`config.mk`:
```
export PLATFORM = sky130hd
export DESIGN_NAME = msh_queue
export DESIGN_NICKNAME = d
export VERILOG_FILES = /design/src/hdl/msh_pkg.sv /design/src/hdl/msh_queue.sv
export SDC_FILE = /design/constraint.sdc
export NUM_CORES = 1
export LEC_CHECK = 0
export ABC_AREA = 0
export BUFFER_PORTS_ARGS = -buffer_cell sky130_fd_sc_hd__buf_2
export CORE_MARGIN = 2
export CORE_UTILIZATION = 56
export DETAILED_ROUTE_END_ITERATION = 12
export HOLD_SLACK_MARGIN = 0.05
export PLACE_DENSITY = 0.82
export SYNTH_ARGS = -nofsm -noshare
export SYNTH_HDL_FRONTEND = slang
export SYNTH_SLANG_ARGS = --single-unit
```
`constraint.sdc`:
```
create_clock -name clk -period 6.4 [get_ports clk]
set_input_delay 0.64 -clock clk [delete_from_list [all_inputs] [get_ports clk]]
set_output_delay 0.64 -clock clk [all_outputs]
set_load 0.005 [all_outputs]
```
`src/hdl/msh_pkg.sv`:
```
// Shared types and constants for the multiply-shift hash collision checker.
// No dependencies; imported by every module of the block.
package msh_pkg;

    localparam int WORD_W      = 64;
    localparam int HALF_W      = 32;
    localparam int IDX_BITS_W  = 4;
    localparam int IDX_W       = 12;
    localparam int EPOCH_W     = 8;
    localparam int QUEUE_DEPTH = 2;
    localparam int CFG_IDX_W   = 1;

    // Widest index the product may supply; larger settings saturate here.
    localparam logic [IDX_BITS_W-1:0] MAX_INDEX_BITS = 4'd12;
    localparam logic [IDX_BITS_W-1:0] INDEX_BITS_RST = 4'd12;

    // Configuration register indexes.
    localparam logic [CFG_IDX_W-1:0] CFG_HASH_MULTIPLIER = 1'b0;
    localparam logic [CFG_IDX_W-1:0] CFG_INDEX_BITS      = 1'b1;

    typedef struct packed {
        logic full;
        logic empty;
    } msh_q_status_t;

endpackage

```
`src/hdl/msh_queue.sv`:
```
// Small FIFO between the hashing front end and the table back end.
// Depends on msh_pkg for the status struct.
module msh_queue #(
    parameter int WIDTH = 77,
    parameter int DEPTH = msh_pkg::QUEUE_DEPTH
) (
    input  logic                  clk,
    input  logic                  rst_n,
    input  logic                  push,
    input  logic [WIDTH-1:0]      push_data,
    input  logic                  pop,
    output logic [WIDTH-1:0]      head_data,
    output msh_pkg::msh_q_status_t status
);
    import msh_pkg::*;

    localparam int PTR_W = (DEPTH > 1) ? $clog2(DEPTH) : 1;
    localparam int CNT_W = $clog2(DEPTH + 1);
    localparam logic [PTR_W-1:0] LAST_PTR  = PTR_W'(DEPTH - 1);
    localparam logic [CNT_W-1:0] FULL_CNT  = CNT_W'(DEPTH);

    logic [WIDTH-1:0] entries [DEPTH];
    logic [PTR_W-1:0] wr_ptr_reg, wr_ptr_next;
    logic [PTR_W-1:0] rd_ptr_reg, rd_ptr_next;
    logic [CNT_W-1:0] count_reg, count_next;

    always_comb
    begin
        wr_ptr_next = wr_ptr_reg;
        rd_ptr_next = rd_ptr_reg;
        count_next  = count_reg;
        if (push)
        begin
            wr_ptr_next = (wr_ptr_reg == LAST_PTR) ? '0 : wr_ptr_reg + 1'b1;
        end
        if (pop)
        begin
            rd_ptr_next = (rd_ptr_reg == LAST_PTR) ? '0 : rd_ptr_reg + 1'b1;
        end
        if (push && !pop)
        begin
            count_next = count_reg + 1'b1;
        end
        else if (pop && !push)
        begin
            count_next = count_reg - 1'b1;
        end
    end

    always_ff @(posedge clk or negedge rst_n)
    begin
        if (!rst_n)
        begin
            wr_ptr_reg <= '0;
            rd_ptr_reg <= '0;
            count_reg  <= '0;
        end
        else
        begin
            wr_ptr_reg <= wr_ptr_next;
            rd_ptr_reg <= rd_ptr_next;
            count_reg  <= count_next;
        end
    end

    always_ff @(posedge clk)
    begin
        if (push)
        begin
            entries[wr_ptr_reg] <= push_data;
        end
    end

    assign head_data    = entries[rd_ptr_reg];
    assign status.full  = (count_reg == FULL_CNT);
    assign status.empty = (count_reg == '0);

endmodule

```
# == Yosys cells after proc, flatten, opt, wreduce, memory -nomap -nowiden ==
# Memories as Yosys holds them, arrays and structs flattened.
# Cells that the tools add are included.
# totals
register_bits,4
ramBits,154
inputBits,81
output_inout_bits,79
word_cells,21
n_memories,1
# classes
n_addsub,4
n_eq_ne,1
n_mux,6
n_reduce_logical,6
# memory_table
name,depth,width,read_ports,rd_clocked_by_memory_dff,write_ports,line_no,source
entries,2,77,1,0,1,msh_queue.sv:22,logic [WIDTH-1:0] entries [DEPTH];
# ops
operator,n
1-bit two-way mux,4
2-bit two-way mux,2
1-bit adder (second input constant),2
2-bit by 1-bit adder with 2-bit output (second input constant),1
2-bit == test (second input constant),1
1-bit logical AND,2
1-bit zero test,2
2-bit zero test,1
2-bit nonzero test,1
2-bit by 1-bit subtractor with 2-bit output (second input constant),1

# == Logic depth before layout (Yosys ltp) ==
# Gate-level depths: netlist of the first run.
# logic_depth
depth_word,4
mapped_depth,5
ltp_nobuf,5

# == Least setup slack after synthesis of the first run ==
# OpenSTA, ideal clock, no wires.
# synth_timing
path_kind,input -> register
from,input push
to,memory entries[0][0] (enable)
setup_ns,0.522
t_arrival_ns,4.010
required_time_ns,5.878
path_slack_ns,1.868
cell_stages,1
path_buffers,0
cell_sequence,nor2b_1
# synth_between
elab_chain_cells,2
# synth_rtl
element,line_no,source
"start, declared",msh_queue.sv:9,"input logic push,"
1-bit two-way mux,msh_queue.sv:68,if (push)
1-bit two-way mux (not written as such),msh_queue.sv:70,entries[wr_ptr_reg] <= push_data;
"end, declared",msh_queue.sv:22,
# Every way passes these cells.

# == Worst setup path in the final report of the first run ==
# layout_timing
from,register rd_ptr_reg
to,output head_data[1]
# layout_between
elab_chain_cells,1
# layout_rtl
element,line_no,source
"start, declared",msh_queue.sv:24,"logic [PTR_W-1:0] rd_ptr_reg, rd_ptr_next;"
"start signal, assigned",msh_queue.sv:61,rd_ptr_reg <= rd_ptr_next;
memory read 2 x 77 bit,-,
"end, declared",msh_queue.sv:12,"output logic [WIDTH-1:0] head_data,"
# Every way passes these cells.

==> flow_summary.yaml, run 1 <==
min_path:
  min_path_type: "primary input to register"
  holdCritStartpoint: "push_data[25]"
floorplan:
  die-area_um2: 11200
  io_pins: 160
  core_um2: 10200
  start_util_pct: 56.9
  rows: 37
  die_height_um: 106
  dieWidth_um: 106
timing:
  tns_ns: 0
  min_period_over_period_pct: 46.7
  min_period_ns: 2.99
  rsz0062_at_grt: "no"
  worst_slack_ns: 3.41
  worstMarginPinSlew_ns: 1.18
  slew_viol_final: 0
  finalClockSkew_ns: 0.00655
  finalSetupViolCount: 0
  finalHoldViolCount: 0
  slew-limit-headroom_pct: 21.7
  timing.fmax_ghz: 0.335
synthesis:
  synthAdderAreaFrac_pct: 0.215
  synth_xor_area_share_pct: 0.752
  synthMuxAreaShare_pct: 16.2
  synth_cells: 256
  synth_top_family_by_area: "multiplexers"
  yosys_warnings: 0
  synth.cell_area_um2: 5820
  ys_types: 13
  synthSimpleGateAreaFrac_pct: 0.451
  synth_compound_area_share_pct: 0
  syn_avg_cell_area_um2: 22.7
  synth.net_count: 338
  seq_area_frac_synth_pct: 81.1
  ys_ff_latch: 158
worst_setup_path:
  critical_path_class: "register to output pin"
  critPathLaunch: "rd_ptr_reg"
  critPathSlowestCell: "dfrtp_4"
  critPathBufInv: 1
  crit_arrival_ns: 2.35
  crit_chain: "mux2_2 > buf_2"
  startpoint_type: "register"
  max_stage_delay_ns: 1.13
  worstPathRequired_ns: 5.76
  cp_max_fo: 78
  r2r_start: "wr_ptr_reg"
  worst_setup_path_end_kind: "output pin"
  critical_path.top_delay_family: "flip-flops"
power_and_ir_drop:
  power_leakage_uw: 0.00282
  power_density_nw_per_um2: 434
  ir_worst_vdd_v: 0.000316
detailed_routing:
  routedWlPerCell_um: 17.4
  first_iter_violations: 141
  dr.pass1.iters: 4
  antenna_left: 0
  remaining_drc_errors: 0
  avgViaCountPerCell: 5.01
  wl_mm: 9.98
  vias: 2880
final_layout:
  fin_nets: 509
  seqCellArea_um2: 4730
  fin_cells: 575
  n_antenna_cell: 0
  fillCellCount: 664
  multi_input_area_um2: 1030
  drive_gt1_share_pct: 60.8
  largest_reg_flops: 154
  design_area_um2: 7290
  area_growth_pct: 25.2
placement:
  place_area_um2: 6740
  io_buffers: 159
  place_congestion: 0.721
  hpwl_mm: 6.29
  placedCellCount: 543
  dp_slack_ns: 4.00
clock_tree:
  cts_buffers: 17
  cts_hold_buf: 1
  htreeDepth: 4
  clk_pin_slew_worst_paths_ns: 0.06
  clock-sinks: 158
  cts_root_buffer: "clkbuf_8"
  cts_setup_buffers: 0
  cts_tree: "yes"
  clk-insertion-delay-late_ns: 0.51
  cts_buffer_depth: 2
  cts_resized: 0
global_route:
  grt_pass1_wl_mm: 15.0
  gr-total-overflow: 0
  grt_use_total_pct: 18.3
  antenna_found_initial: 1
  grt_pass1_vias: 2919
  grt_start_max_net_pins: 79
run_status:
  status: "completed"
run:
  drv_cap: 0
## per-layer routing
layer | GRT usage, % | wire, µm | vias to the layer above
li1 | - | - | 1351
met1 | 22.1 | 4090 | 1413
met2 | 29.6 | 5090 | 103
met3 | 7.79 | 692 | 11
met4 | 6.58 | 99 | 2
met5 | 0 | 13 | -
## report_power, final
| group | total, µW | internal, µW | switching [µW] |
|---|---|---|---|
| Combinational | 711 | 428 | 283 |
| Sequential | 1540 | 1380 | 158 |
| Clock | 915 | 546 | 369 |
## per-stage QoR
step                power, µW  utilization [%]  hold WS, ns
floorplan                1990                -        0.344
global placement         2260             65.9        0.450
detailed placement       2280             65.9        0.458
CTS                      3200             71.3        0.288
global route             3300             71.3        0.282
finish                   3160             71.3        0.314
## synth_stat cells
cell      number  share of area (%)
edfxtp_1     154                 79
mux2_2        57                 11
mux2_4        20                5.2
buf_2          5               0.43
buf_6          4               0.77
dfrtp_1        4                1.7
xor2_1         4               0.60
nor2_1         2               0.13
nor2b_1        2               0.21
and2_1         1               0.11
ha_1           1               0.21
inv_1          1              0.064
xnor2_1        1               0.15
## final timing paths
| path | to | slack [ns] | cells after the start |
|---|---|---|---|
| max | head_data[1] | 3.41 | 2 |
| min | entries[1][25] | 0.31 | 1 |
| max reg2reg | entries[0][22] | 4.66 | 2 |
| min reg2reg | count_reg[1] | 0.50 | 1 |
| max in group asynchronous | rd_ptr_reg | 5.77 | 2 |
| min in group asynchronous | count_reg[1] | 0.48 | 2 |
## kinds of logic after synthesis
| logic type | Yosys count |
|---|---|
| DFF | 158 |
| xor gates and xnor gates | 5 |
| muxes | 77 |
| buffers and inverters | 10 |
| adders and majority gates | 1 |
| and+or+nand+nor | 5 |
## area by class of cell
cell class                      count  area share (%)
Multi-Input combinational cell     88            14.2
Tap cell                          136            2.33
Timing Repair Buffer              161            11.2
Inverter                            1          0.0515
Clock inverter                     13            1.72
Sequential cell                   158            64.8
Clock buffer                       18            5.73
## cells in the final DEF, fill, tap and decap left out, drive strengths merged
cell type / Yosys / layout
inv: 1 / 1
edfxtp: 154 / 154
dfrtp: 4 / 4
xnor2: 1 / 1
bufinv: 0 / 2
dlygate4sd3: 0 / 1
clkbuf: 0 / 18
ha: 1 / 1
nor2: 2 / 2
clkinv: 0 / 7
and2: 1 / 1
nor2b: 2 / 2
mux2: 77 / 77
xor2: 4 / 4
clkinvlp: 0 / 4
buf: 9 / 160
Power figures use the tool's default switching activity.
==> run 2, diff against run 1 <==
ABC_AREA = 1   (was 0)
CORE_UTILIZATION = 47   (was 56)
PLACE_DENSITY = 0.73   (was 0.82)
clock period = 2.72 ns   (was 6.4 ns; I/O delays follow)
==> flow_summary.yaml, run 2 <==
synthesis:
  synth_common_cells: "edfxtp_1 (154), mux2_2 (57), mux2_4 (20), inv_1 (7)"
  synth_edf_count: 154
  ys_ff_latch: 158
  async_flop_share_pct: 2.53
  syn_avg_cell_area_um2: 22.0
  ys_types: 14
  yosys.area.top_type: "edfxtp_1"
  synth.cell_area_um2: 5840
  synth.area.top_cells: "edfxtp_1 (79%), mux2_2 (11%), mux2_4 (5.1%), dfrtp_1 (1.7%), buf_6 (0.77%)"
  ys.flop_type: "edfxtp_1"
  seq_area_frac_synth_pct: 80.9
  synth.net_count: 347
  yosys_warnings: 0
  synth_top_area_share_pct: 79.1
  synth.most_common_cell: "edfxtp_1"
  synth_cells: 265
final_layout:
  area_growth_pct: 39.6
  final_cell_mix: "buf_2 (159), edfxtp_1 (154), dlygate4sd3_1 (77)"
  n_antenna_cell: 0
  fin_cells: 698
  drive_gt1_share_pct: 51.1
  fin_nets: 600
  fin_util_pct: 67.6
  largest_reg_flops: 154
  final_common_cell: "buf_2"
floorplan:
  die_height_um: 116
  core_um2: 12100
  io_pins: 160
  die-area_um2: 13300
  dieWidth_um: 116
  rows: 40
  start_util_pct: 48.4
worst_setup_path:
  crit_arrival_ns: 2.04
  cp_max_fo: 35
  worstPathRequired_ns: 2.45
  startpoint_type: "register"
  critical_path_class: "register to output pin"
  worst_setup_path_end_kind: "output pin"
detailed_routing:
  first_iter_violations: 203
  wl_mm: 11.1
  remaining_drc_errors: 0
  vias: 3277
  antenna_left: 0
  avgViaCountPerCell: 4.69
  dr.pass1.iters: 4
  routedWlPerCell_um: 15.9
power_and_ir_drop:
  power_uw: 7550
  power_leakage_uw: 0.00320
  power_density_nw_per_um2: 926
  ir_worst_vdd_v: 0.000503
clock_tree:
  clk_pin_slew_worst_paths_ns: 0.06
  htreeDepth: 4
  cts_buffers: 17
  cts_root_buffer: "clkbuf_16"
  clk-insertion-delay-late_ns: 0.42
  cts_setup_buffers: 0
  cts_buffer_depth: 2
  cts_tree: "yes"
  clock-sinks: 158
timing:
  finalHoldViolCount: 0
  worstMarginPinSlew_ns: 0.539
  rsz0062_at_grt: "no"
  min_period_over_period_pct: 85.0
  slew-limit-headroom_pct: 64.0
  fin_hold_ws_ns: 0.0648
  slew_viol_final: 0
  timing.fmax_ghz: 0.433
  tns_ns: 0
  finalSetupViolCount: 0
  finalClockSkew_ns: 0.00464
  min_period_ns: 2.31
global_route:
  gr-total-overflow: 0
  antenna_found_initial: 0
  grt_pass1_vias: 3450
  grt_pass1_wl_mm: 16.8
  grt_use_total_pct: 17.3
  grt_start_max_net_pins: 49
run_status:
  status: "completed"
placement:
  hpwl_mm: 6.91
  io_buffers: 159
  place_congestion: 0.735
  placedCellCount: 590
run:
  drv_cap: 0
min_path:
  min_path_type: "primary input to register"
-- run 2: cell count changes after synthesis, moves of 2 or more --
cell / previous run / this run
nor2b_1: 2 / 0
xor2_1: 4 / 2
nand2_1: 0 / 5
inv_1: 1 / 7
-- run 2: final cells by class --
type | instances | area [µm²]
clock buffer | 22 | 444
clock inverter | 9 | 71.3
fill | 818 | 3910
inverter | 7 | 27.5
multi-input combinational | 91 | 1030
sequential | 158 | 4730
tap | 168 | 210
timing repair buffer | 243 | 1640
-- run 2: stage by stage --
step	instance area (µm²)	worst slack (ns)
3_3_place_gp	6870	0.859
5_1_grt	8160	0.322
2_1_floorplan	5850	0.325
4_1_cts	8160	0.393
6_report	8160	0.408
3_5_place_dp	6870	0.850
-- run 2: repair_timing --
action | CTS | global route
gates resized for setup | 0 | 0
hold buffers | 77 | 0
endpoints found under the hold margin | 156 | 0
-- run 2: final timing paths --
| kind | endpoint | slack (ns) | depth (start not counted) | startpoint |
|---|---|---|---|---|
| worst max-delay path | head_data[8] | 0.41 | 3 | rd_ptr_reg |
| worst min-delay path | entries[0][37] | 0.06 | 1 | push_data[37] |
| worst max register to register | entries[0][2] | 1.06 | 2 | wr_ptr_reg |
| worst min register to register | count_reg[1] | 0.53 | 2 | count_reg[1] |
| max in group asynchronous | rd_ptr_reg | 2.37 | 2 | rst_n |
| min in group asynchronous | count_reg[0] | 0.20 | 2 | rst_n |
-- run 2: worst max-delay path, cell delays in order, from the launching register on --
cell     delay, ns
dfrtp_4       0.77
buf_12        0.30
mux2_2        0.38
buf_2         0.13
-- run 2: where the power goes --
| group | switching, µW | leakage (µW) | internal, µW |
|---|---|---|---|
| logic | 886 | 0.00146 | 1120 |
| clock network | 837 | 0.000255 | 1240 |
| registers | 233 | 0.00149 | 3230 |
-- run 2: kinds of logic after synthesis --
logic type / count (synthesis) / share of synthesized area, %
buffers and inverters: 16 / 1.65
adder cells (fa/ha/maj): 1 / 0.214
XOR/XNOR: 3 / 0.450
multiplexers: 77 / 16.1
AND/OR/NAND/NOR: 10 / 0.707
flip-flops: 158 / 80.9
-- run 2: routing by layer --
layer	vias to the layer above	wire length [µm]	GRT usage (%)
li1	1542	-	-
met1	1593	4520	19.1
met2	123	5590	30.1
met3	19	763	7.06
met4	0	215	6.75
met5	-	0	0
