File: src/hdl/msh_pkg.sv
// Shared types and constants for the multiply-shift hash collision checker.
// No dependencies; imported by every module of the block.
package msh_pkg;

    localparam int WORD_W      = 64;
    localparam int HALF_W      = 32;
    localparam int IDX_BITS_W  = 4;
    localparam int IDX_W       = 12;
    localparam int EPOCH_W     = 8;
    localparam int QUEUE_DEPTH = 2;
    localparam int CFG_IDX_W   = 1;

    // Widest index the product may supply; larger settings saturate here.
    localparam logic [IDX_BITS_W-1:0] MAX_INDEX_BITS = 4'd12;
    localparam logic [IDX_BITS_W-1:0] INDEX_BITS_RST = 4'd12;

    // Configuration register indexes.
    localparam logic [CFG_IDX_W-1:0] CFG_HASH_MULTIPLIER = 1'b0;
    localparam logic [CFG_IDX_W-1:0] CFG_INDEX_BITS      = 1'b1;

    typedef struct packed {
        logic full;
        logic empty;
    } msh_q_status_t;

endpackage

File: src/hdl/msh_front.sv
// Front end: takes a beat, forms the hashed slot index with one shared
// 32x32 multiplier and a reciprocal reduction, then pushes it to the queue.
// Depends on msh_pkg.
module msh_front #(
    parameter int TABLE_DEPTH = 4096
) (
    input  logic                                   clk,
    input  logic                                   rst_n,
    input  logic                                   start,
    input  logic [msh_pkg::WORD_W-1:0]             key,
    input  logic [msh_pkg::WORD_W-1:0]             value,
    input  logic                                   last,
    input  logic [msh_pkg::WORD_W-1:0]             hash_multiplier,
    input  logic [msh_pkg::IDX_BITS_W-1:0]         index_bits,
    input  msh_pkg::msh_q_status_t                 q_status,
    output logic                                   front_busy,
    output logic                                   push,
    output logic [$clog2(TABLE_DEPTH)-1:0]         push_slot,
    output logic [msh_pkg::WORD_W-1:0]             push_value,
    output logic                                   push_last
);
    import msh_pkg::*;

    localparam int SLOT_W  = $clog2(TABLE_DEPTH);
    localparam int DEPTH_W = $clog2(TABLE_DEPTH + 1);
    localparam int CMP_W   = (DEPTH_W > IDX_W) ? DEPTH_W : IDX_W;
    localparam int REC_SH  = 2 * IDX_W;
    // floor(2^REC_SH / depth): quotient estimate is low by at most one
    localparam logic [REC_SH-1:0]  RECIP   = REC_SH'((64'd1 << REC_SH) / TABLE_DEPTH);
    localparam logic [DEPTH_W-1:0] DEPTH_K = DEPTH_W'(TABLE_DEPTH);
    localparam logic [CMP_W-1:0]   DEPTH_C = CMP_W'(TABLE_DEPTH);

    localparam logic [3:0] F_IDLE = 4'd0;
    localparam logic [3:0] F_MUL0 = 4'd1;
    localparam logic [3:0] F_MUL1 = 4'd2;
    localparam logic [3:0] F_MUL2 = 4'd3;
    localparam logic [3:0] F_SUM  = 4'd4;
    localparam logic [3:0] F_IDX  = 4'd5;
    localparam logic [3:0] F_REC  = 4'd6;
    localparam logic [3:0] F_QD   = 4'd7;
    localparam logic [3:0] F_RED  = 4'd8;
    localparam logic [3:0] F_PUSH = 4'd9;

    logic [3:0]          state_reg, state_next;
    logic [WORD_W-1:0]   key_reg, key_next;
    logic [WORD_W-1:0]   value_reg, value_next;
    logic                last_reg, last_next;
    logic [WORD_W-1:0]   prod_reg, prod_next;
    logic [HALF_W-1:0]   acc_hi_reg, acc_hi_next;
    logic [IDX_W-1:0]    idx_reg, idx_next;
    logic [IDX_W-1:0]    q_reg, q_next;
    logic [IDX_W-1:0]    qd_reg, qd_next;
    logic [SLOT_W-1:0]   slot_reg, slot_next;

    logic [HALF_W-1:0]       mul_a, mul_b;
    logic [WORD_W-1:0]       mul_p;
    logic [IDX_W+REC_SH-1:0] rec_p;
    logic [IDX_W+DEPTH_W-1:0] qd_p;
    logic [IDX_BITS_W-1:0]   bits_sat;
    logic [IDX_W-1:0]        rem_raw;
    logic [CMP_W-1:0]        rem_ext, rem_red;

    // Shared multiplier: low product word = ll + ((lh + hl) << 32)
    always_comb
    begin
        case (state_reg)
            F_MUL1:
            begin
                mul_a = key_reg[HALF_W-1:0];
                mul_b = hash_multiplier[WORD_W-1:HALF_W];
            end
            F_MUL2:
            begin
                mul_a = key_reg[WORD_W-1:HALF_W];
                mul_b = hash_multiplier[HALF_W-1:0];
            end
            default:
            begin
                mul_a = key_reg[HALF_W-1:0];
                mul_b = hash_multiplier[HALF_W-1:0];
            end
        endcase
    end

    assign mul_p    = mul_a * mul_b;
    assign rec_p    = idx_reg * RECIP;
    assign qd_p     = q_reg * DEPTH_K;
    assign bits_sat = (index_bits > MAX_INDEX_BITS) ? MAX_INDEX_BITS : index_bits;
    assign rem_raw  = idx_reg - qd_reg;
    assign rem_ext  = CMP_W'(rem_raw);
    assign rem_red  = (rem_ext >= DEPTH_C) ? rem_ext - DEPTH_C : rem_ext;

    always_comb
    begin
        state_next  = state_reg;
        key_next    = key_reg;
        value_next  = value_reg;
        last_next   = last_reg;
        prod_next   = prod_reg;
        acc_hi_next = acc_hi_reg;
        idx_next    = idx_reg;
        q_next      = q_reg;
        qd_next     = qd_reg;
        slot_next   = slot_reg;
        push        = 1'b0;
        case (state_reg)
            F_IDLE:
            begin
                if (start)
                begin
                    key_next   = key;
                    value_next = value;
                    last_next  = last;
                    state_next = F_MUL0;
                end
            end
            F_MUL0:
            begin
                prod_next  = mul_p;
                state_next = F_MUL1;
            end
            F_MUL1:
            begin
                acc_hi_next = prod_reg[WORD_W-1:HALF_W];
                prod_next   = mul_p;
                state_next  = F_MUL2;
            end
            F_MUL2:
            begin
                acc_hi_next = acc_hi_reg + prod_reg[HALF_W-1:0];
                prod_next   = mul_p;
                state_next  = F_SUM;
            end
            F_SUM:
            begin
                acc_hi_next = acc_hi_reg + prod_reg[HALF_W-1:0];
                state_next  = F_IDX;
            end
            F_IDX:
            begin
                // zero index bits shifts everything out: slot 0
                idx_next   = acc_hi_reg[HALF_W-1 -: IDX_W] >> (MAX_INDEX_BITS - bits_sat);
                state_next = F_REC;
            end
            F_REC:
            begin
                q_next     = rec_p[REC_SH +: IDX_W];
                state_next = F_QD;
            end
            F_QD:
            begin
                qd_next    = qd_p[IDX_W-1:0];
                state_next = F_RED;
            end
            F_RED:
            begin
                slot_next  = rem_red[SLOT_W-1:0];
                state_next = F_PUSH;
            end
            F_PUSH:
            begin
                if (!q_status.full)
                begin
                    push       = 1'b1;
                    state_next = F_IDLE;
                end
            end
            default:
            begin
                state_next = F_IDLE;
            end
        endcase
    end

    always_ff @(posedge clk or negedge rst_n)
    begin
        if (!rst_n)
        begin
            state_reg <= F_IDLE;
        end
        else
        begin
            state_reg <= state_next;
        end
    end

    always_ff @(posedge clk)
    begin
        key_reg    <= key_next;
        value_reg  <= value_next;
        last_reg   <= last_next;
        prod_reg   <= prod_next;
        acc_hi_reg <= acc_hi_next;
        idx_reg    <= idx_next;
        q_reg      <= q_next;
        qd_reg     <= qd_next;
        slot_reg   <= slot_next;
    end

    assign front_busy = (state_reg != F_IDLE);
    assign push_slot  = slot_reg;
    assign push_value = value_reg;
    assign push_last  = last_reg;

endmodule

File: config.mk
export PLATFORM = sky130hd
export DESIGN_NAME = msh_front
export DESIGN_NICKNAME = d
export VERILOG_FILES = /design/src/hdl/msh_pkg.sv /design/src/hdl/msh_front.sv
export SDC_FILE = /design/constraint.sdc
export NUM_CORES = 2
export LEC_CHECK = 0
export BUFFER_PORTS_ARGS = -buffer_cell sky130_fd_sc_hd__buf_2
export CORE_ASPECT_RATIO = 0.9
export CORE_MARGIN = 4
export CORE_UTILIZATION = 60
export DETAILED_ROUTE_END_ITERATION = 8
export PLACE_DENSITY = 0.9
export REMOVE_ABC_BUFFERS = 1
export SYNTH_ARGS = -nofsm -noshare
export SYNTH_HDL_FRONTEND = slang
export SYNTH_SLANG_ARGS = --single-unit
File: constraint.sdc
create_clock -name clk -period 10.9 [get_ports clk]
set_input_delay 2.18 -clock clk [delete_from_list [all_inputs] [get_ports clk]]
set_output_delay 2.18 -clock clk [all_outputs]
set_load 0.1 [all_outputs]
=== After elaboration in Yosys (flattened, before gate mapping) ===
Cells that the tools add are included.

* Word-level logic and storage cells: 43
* Register bits after elaboration: 253
* Output and inout bits: 79
* Bits of input ports: 202

* Order comparisons: 2
* Reductions and logical operators: 7
* Equality and inequality tests: 11
* Add/subtract/negate cells: 3
* Multiplexer cells: 10
* Shifts and indexed selects: 1
* $mul: 1

{| class="wikitable"
|+ Operator list
! operator !! number
|-
| $mul A32 B32 Y64 || 1
|-
| $mux W32 || 2
|-
| $pmux W32 S2 || 1
|-
| $pmux W4 S10 || 1
|-
| $add A32 B32 Y32 || 1
|-
| $eq A4 B3 Y1 const B || 4
|-
| $ge A12 B13 Y1 const B || 1
|-
| $mux W12 || 1
|-
| $mux W4 || 3
|-
| $shr A12 B4 Y12 || 1
|-
| $sub A12 B1 Y12 const B || 1
|-
| $eq A4 B2 Y1 const B || 2
|-
| $eq A4 B4 Y1 const B || 2
|-
| $eq A4 B1 Y1 const B || 1
|-
| $gt A4 B4 Y1 const B || 1
|-
| $logic_not A4 Y1 || 1
|-
| $ne A2 B2 Y1 const B || 2
|-
| $reduce_and A2 Y1 || 2
|-
| $reduce_bool A4 Y1 || 1
|-
| $sub A4 B4 Y4 const A || 1
|-
| $reduce_or A3 Y1 || 1
|-
| $mux W1 || 2
|-
| $reduce_bool A2 Y1 || 1
|-
| $reduce_or A2 Y1 || 1
|}

=== Logic depth before layout (Yosys ltp) ===
* Depth in word-level cells: 4
* Gate-level depth with buffers: 35
* Mapped depth without buffers: 31

=== Worst setup path after synthesis ===
No wires, ideal clock.

* Path kind: input-to-reg
* Start point: input port hash_multiplier[37] (netlist bit)
* End point: register prod_reg[57] (data pin)
* Data arrival time: 9196 ps
* Slack: 1445 ps
* Stages on the path: 28
* Path buffers: 1
* Required time: 10640 ps
* Cell sequence: mux2i_1 -> clkbuf_1 -> nor2_1 -> fa_1 -> fa_1 -> fa_1 -> inv_1 -> fa_1 -> inv_1 -> fa_1 -> inv_1 -> fa_1 -> inv_1 -> fa_1 -> inv_1 -> fa_1 -> inv_1 -> ha_1 -> a21oi_1 -> o21bai_1 -> a221oi_1 -> o21a_1 -> o41ai_4 -> a32oi_1 -> and3_4 -> o31ai_4 -> a21oi_2 -> xnor2_1

* Cells in the longest elaborated chain, start to end: 2

{| class="wikitable"
|+ RTL lines
! element !! RTL line !! text
|-
| from (decl) || msh_front.sv:13 || <nowiki>input logic [msh_pkg::WORD_W-1:0] hash_multiplier,</nowiki>
|-
| $mux W32 || msh_front.sv:66 || <nowiki>case (state_reg)</nowiki>
|-
| $mul A32 B32 Y64 || msh_front.sv:85 || <nowiki>assign mul_p = mul_a * mul_b;</nowiki>
|-
| net mul_p[57] || msh_front.sv:56 || <nowiki>logic [WORD_W-1:0] mul_p;</nowiki>
|-
| to (signal assigned) || msh_front.sv:192 || <nowiki>prod_reg <= prod_next;</nowiki>
|-
| to (decl) || msh_front.sv:48 || <nowiki>logic [WORD_W-1:0] prod_reg, prod_next;</nowiki>
|}

The timed path passes the listed nets, and every way through them passes these cells.
A chain may end at the register's enable or synchronous reset.

=== Worst setup path in the final report ===
* Start point: register state_reg[3]
* End point: register prod_reg[59] (data pin)

* Cells in the longest elaborated chain, start to end: 3
* Elaborated cells between the ends (all ways): 5

{| class="wikitable"
|+ RTL lines
! element !! RTL line !! text
|-
| from (decl) || msh_front.sv:44 || <nowiki>logic [3:0] state_reg, state_next;</nowiki>
|-
| from (signal assigned) || msh_front.sv:183 || <nowiki>state_reg <= state_next;</nowiki>
|-
| $eq A4 B2 Y1 || msh_front.sv:66 ||
|-
| $mux W32 || msh_front.sv:66 ||
|-
| $mul A32 B32 Y64 * || msh_front.sv:85 ||
|-
| net mul_p[59] || msh_front.sv:56 ||
|}

The timed path passes the listed nets; every way through them passes the cells marked *.

==> key figures <==
Outcome
  • Status: finished, violations left
  • Failing checks: DRC

Die
  • Core footprint: 0.0707 mm^2
  • IO Count: 281
  • Die Height: 262 um
  • Placement Rows: 92
  • Die footprint: 0.0763 mm^2
  • Chip Width: 291 um
  • Initial Util: 0.610

Critical path
  • Worst EP required: 11.25 ns
  • Delay-heaviest family, CP: adder cells
  • Worst path slowest cell: mux2i_2
  • CP arrival: 10.22 ns
  • Crit path capture type: register
  • WP buf/inv: 7
  • Setup CP Type: register to register
  • CP max FO: 64
  • Startpoint Class: register
  • Worst reg2reg path depth: 26
  • Critical path depth: 26
  • Most common cell on crit path: fa_1
  • CP max stage delay: 1.00 ns

Logic synthesis
  • Dominant cell type by area after synthesis: fa_1
  • Top-count cell post-synth: fa_1
  • Top cells by area, synth: fa_1, edfxtp_1, ha_1
  • Top FF cell, synth: edfxtp_1
  • Number of flops mapped to enable cells by yosys: 249
  • Post-synthesis sequential area ratio: 0.176
  • Post-Synthesis Cell Area: 0.0431 mm^2
  • Mapped Cells: 4405
  • Most common library cells after synthesis: fa_1, inv_1, nor2_1, nand2_1, ha_1
  • Avg Cell Area, Syn: 9.79 um^2
  • FF+latch count, synth: 253
  • Asr flop ratio synth: 0.0158
  • Yosys warning count: 0
  • Top cell type's share of synthesized area: 0.416
  • Count of cell types in the netlist: 79

STA
  • Post-Route Setup TNS: 0 ns
  • Min Clock Period, post-route: 9.87 ns
  • Setup violators final: 0
  • Final Max Tran Viols: 0
  • Highest Clock Rate: 101 MHz
  • Final Skew: 0.0465 ns
  • RSZ-0062 raised after global routing: false
  • Final hold vios: 0
  • Slew margin rel.: 0.0585
  • Final worst-path cycle share: 0.906
  • Worst hold margin: 0.419 ns
  • Worst Max-Slew Pin Slew: 1.38 ns

Routing
  • Residual DRC: 1
  • ANT nets after route: 0
  • Initial DRC Count: 3802
  • Detailed Routing Iterations Pass 1: 9
  • Vias: 34200
  • Wire per inst: 24.0 um
  • WL final: 134000 um
  • Vias per inst: 6.13

Clock network
  • Clock Sinks: 253
  • Clock Latency Late Sink: 0.59 ns
  • Post CTS Setup Buffer Count: 0
  • Hold-fix buffers, CTS: 0
  • H-Tree Depth: 2
  • PostCTS Resize Cnt: 0
  • Total CTS buffers: 34
  • CTS tree: yes
  • Root buf cell: clkbuf_16
  • Worst-path clk slew: 0.06 ns
  • CTS Buffer Depth: 3

Final layout
  • Synthesis-to-layout area growth: 9.17%
  • Nets: 6005
  • Finished layout cell area: 0.0471 mm^2
  • Fill cell count: 5152
  • Multi-input gate area: 0.0317 mm^2
  • Storage element area: 0.00758 mm^2
  • Layout cells sized above 1: 0.127
  • Non-filler cells in the finished layout: 5579

Global route
  • Total track usage: 0.353
  • Remaining Overflow, GRT: 0
  • Vias in the first global route: 37000
  • Pin count of the biggest net entering global routing: 70
  • Wire length of the first global-routing pass: 206000 um
  • Initial antenna violation count: 5

Placed design
  • Dpl hpwl: 104000 um
  • Placed Cells: 5515
  • I/O Buffers: 279
  • GPL Wtd Cong: 1.03
  • Placed inst area: 0.0459 mm^2

Min path
  • Min-delay worst type: register to register
  • Hold Crit Depth: 0

Run
  • Maxcap violations: 0
-- metrics by stage --
step                 util  setup WS [ns]
floorplan               -          -3.69
global placement    0.650          0.730
detailed placement  0.650          0.603
CTS                 0.666           1.20
global route        0.666          0.763
finish              0.666           1.03
-- final timing paths --
kind                                               start                  endpoint  slack [ns]
worst min register to register  idx_reg[5]$_SDFFCE_PP0P_    push_slot[5]$_DFFE_PP_        0.42
max in group asynchronous                          rst_n  state_reg[2]$_DFFE_PN0P_        9.36
worst max-delay path            state_reg[3]$_DFFE_PN0P_    prod_reg[59]$_DFFE_PP_        1.03
min in group asynchronous                          rst_n  state_reg[0]$_DFFE_PN0P_        1.42
worst min-delay path            idx_reg[5]$_SDFFCE_PP0P_    push_slot[5]$_DFFE_PP_        0.42
worst max register to register  state_reg[3]$_DFFE_PN0P_    prod_reg[59]$_DFFE_PP_        1.03
-- routing by layer --
| metal | global-route usage | wire length, um | share of wire |
|---|---|---|---|
| met1 | 0.434 | 43600 | 0.33 |
| met2 | 0.536 | 58200 | 0.43 |
| met3 | 0.131 | 21500 | 0.16 |
| met4 | 0.211 | 10800 | 0.080 |
| met5 | 0.00813 | 71 | 0.00053 |
-- worst reg2reg max path, stage by stage, from the launching register on --
cell and delay (ns):
dfrtp_1 0.51, nor3_2 0.30, buf_12 0.44, mux2i_2 1.06
buf_4 0.31, nor2_1 0.07, fa_1 0.57, inv_1 0.06
fa_1 0.48, inv_1 0.12, fa_1 0.43, fa_1 0.48
fa_1 0.56, fa_1 0.46, fa_1 0.58, inv_1 0.06
fa_1 0.47, inv_1 0.04, ha_1 0.39, inv_1 0.09
nor2_1 0.25, nand4_1 0.20, or2_2 0.34, o22ai_1 0.42
a31o_2 0.29, o221ai_1 0.22, o311ai_0 0.45
-- cells in the final DEF (no fill, tap or decap), drive strengths merged, types with 4 or more instances in the layout --
master	instances
a211oi	9
a21o	62
a21oi	102
a221oi	4
a31o	4
a31oi	16
and2	13
and3	7
buf	376
clkbuf	45
clkinv	4
dfrtp	4
edfxtp	249
fa	897
ha	295
inv	880
mux2	63
mux2i	78
nand2	518
nand2b	16
nand3	24
nand4	27
nor2	643
nor2b	10
nor3	20
o21a	9
o21ai	77
o21bai	14
o31ai	6
o41ai	6
or2	9
or4	4
xnor2	50
xor2	42
-- cell type report --
cell class,instances,area share
Antenna cell,2,0.000106
Inverter,872,0.0695
Sequential cell,253,0.161
Multi-Input combinational cell,3074,0.674
Clock buffer,45,0.0202
Timing Repair Buffer,376,0.0462
Clock inverter,17,0.00438
Tap cell,940,0.0250
-- logic make-up after synthesis --
| logic type | after synthesis | synth area share |
|---|---|---|
| AO/OA/AOI/OAI | 345 | 0.0533 |
| XOR/XNOR | 92 | 0.0187 |
| adder cells (fa/ha/maj) | 1192 | 0.502 |
| buffers and inverters | 1078 | 0.0940 |
| flip-flops | 253 | 0.176 |
| multiplexers | 143 | 0.0356 |
| AND/OR/NAND/NOR | 1302 | 0.121 |
Power is left out: the tool's default activity adds up to more than one toggle a clock period on the data nets, which glitch-free logic cannot reach.
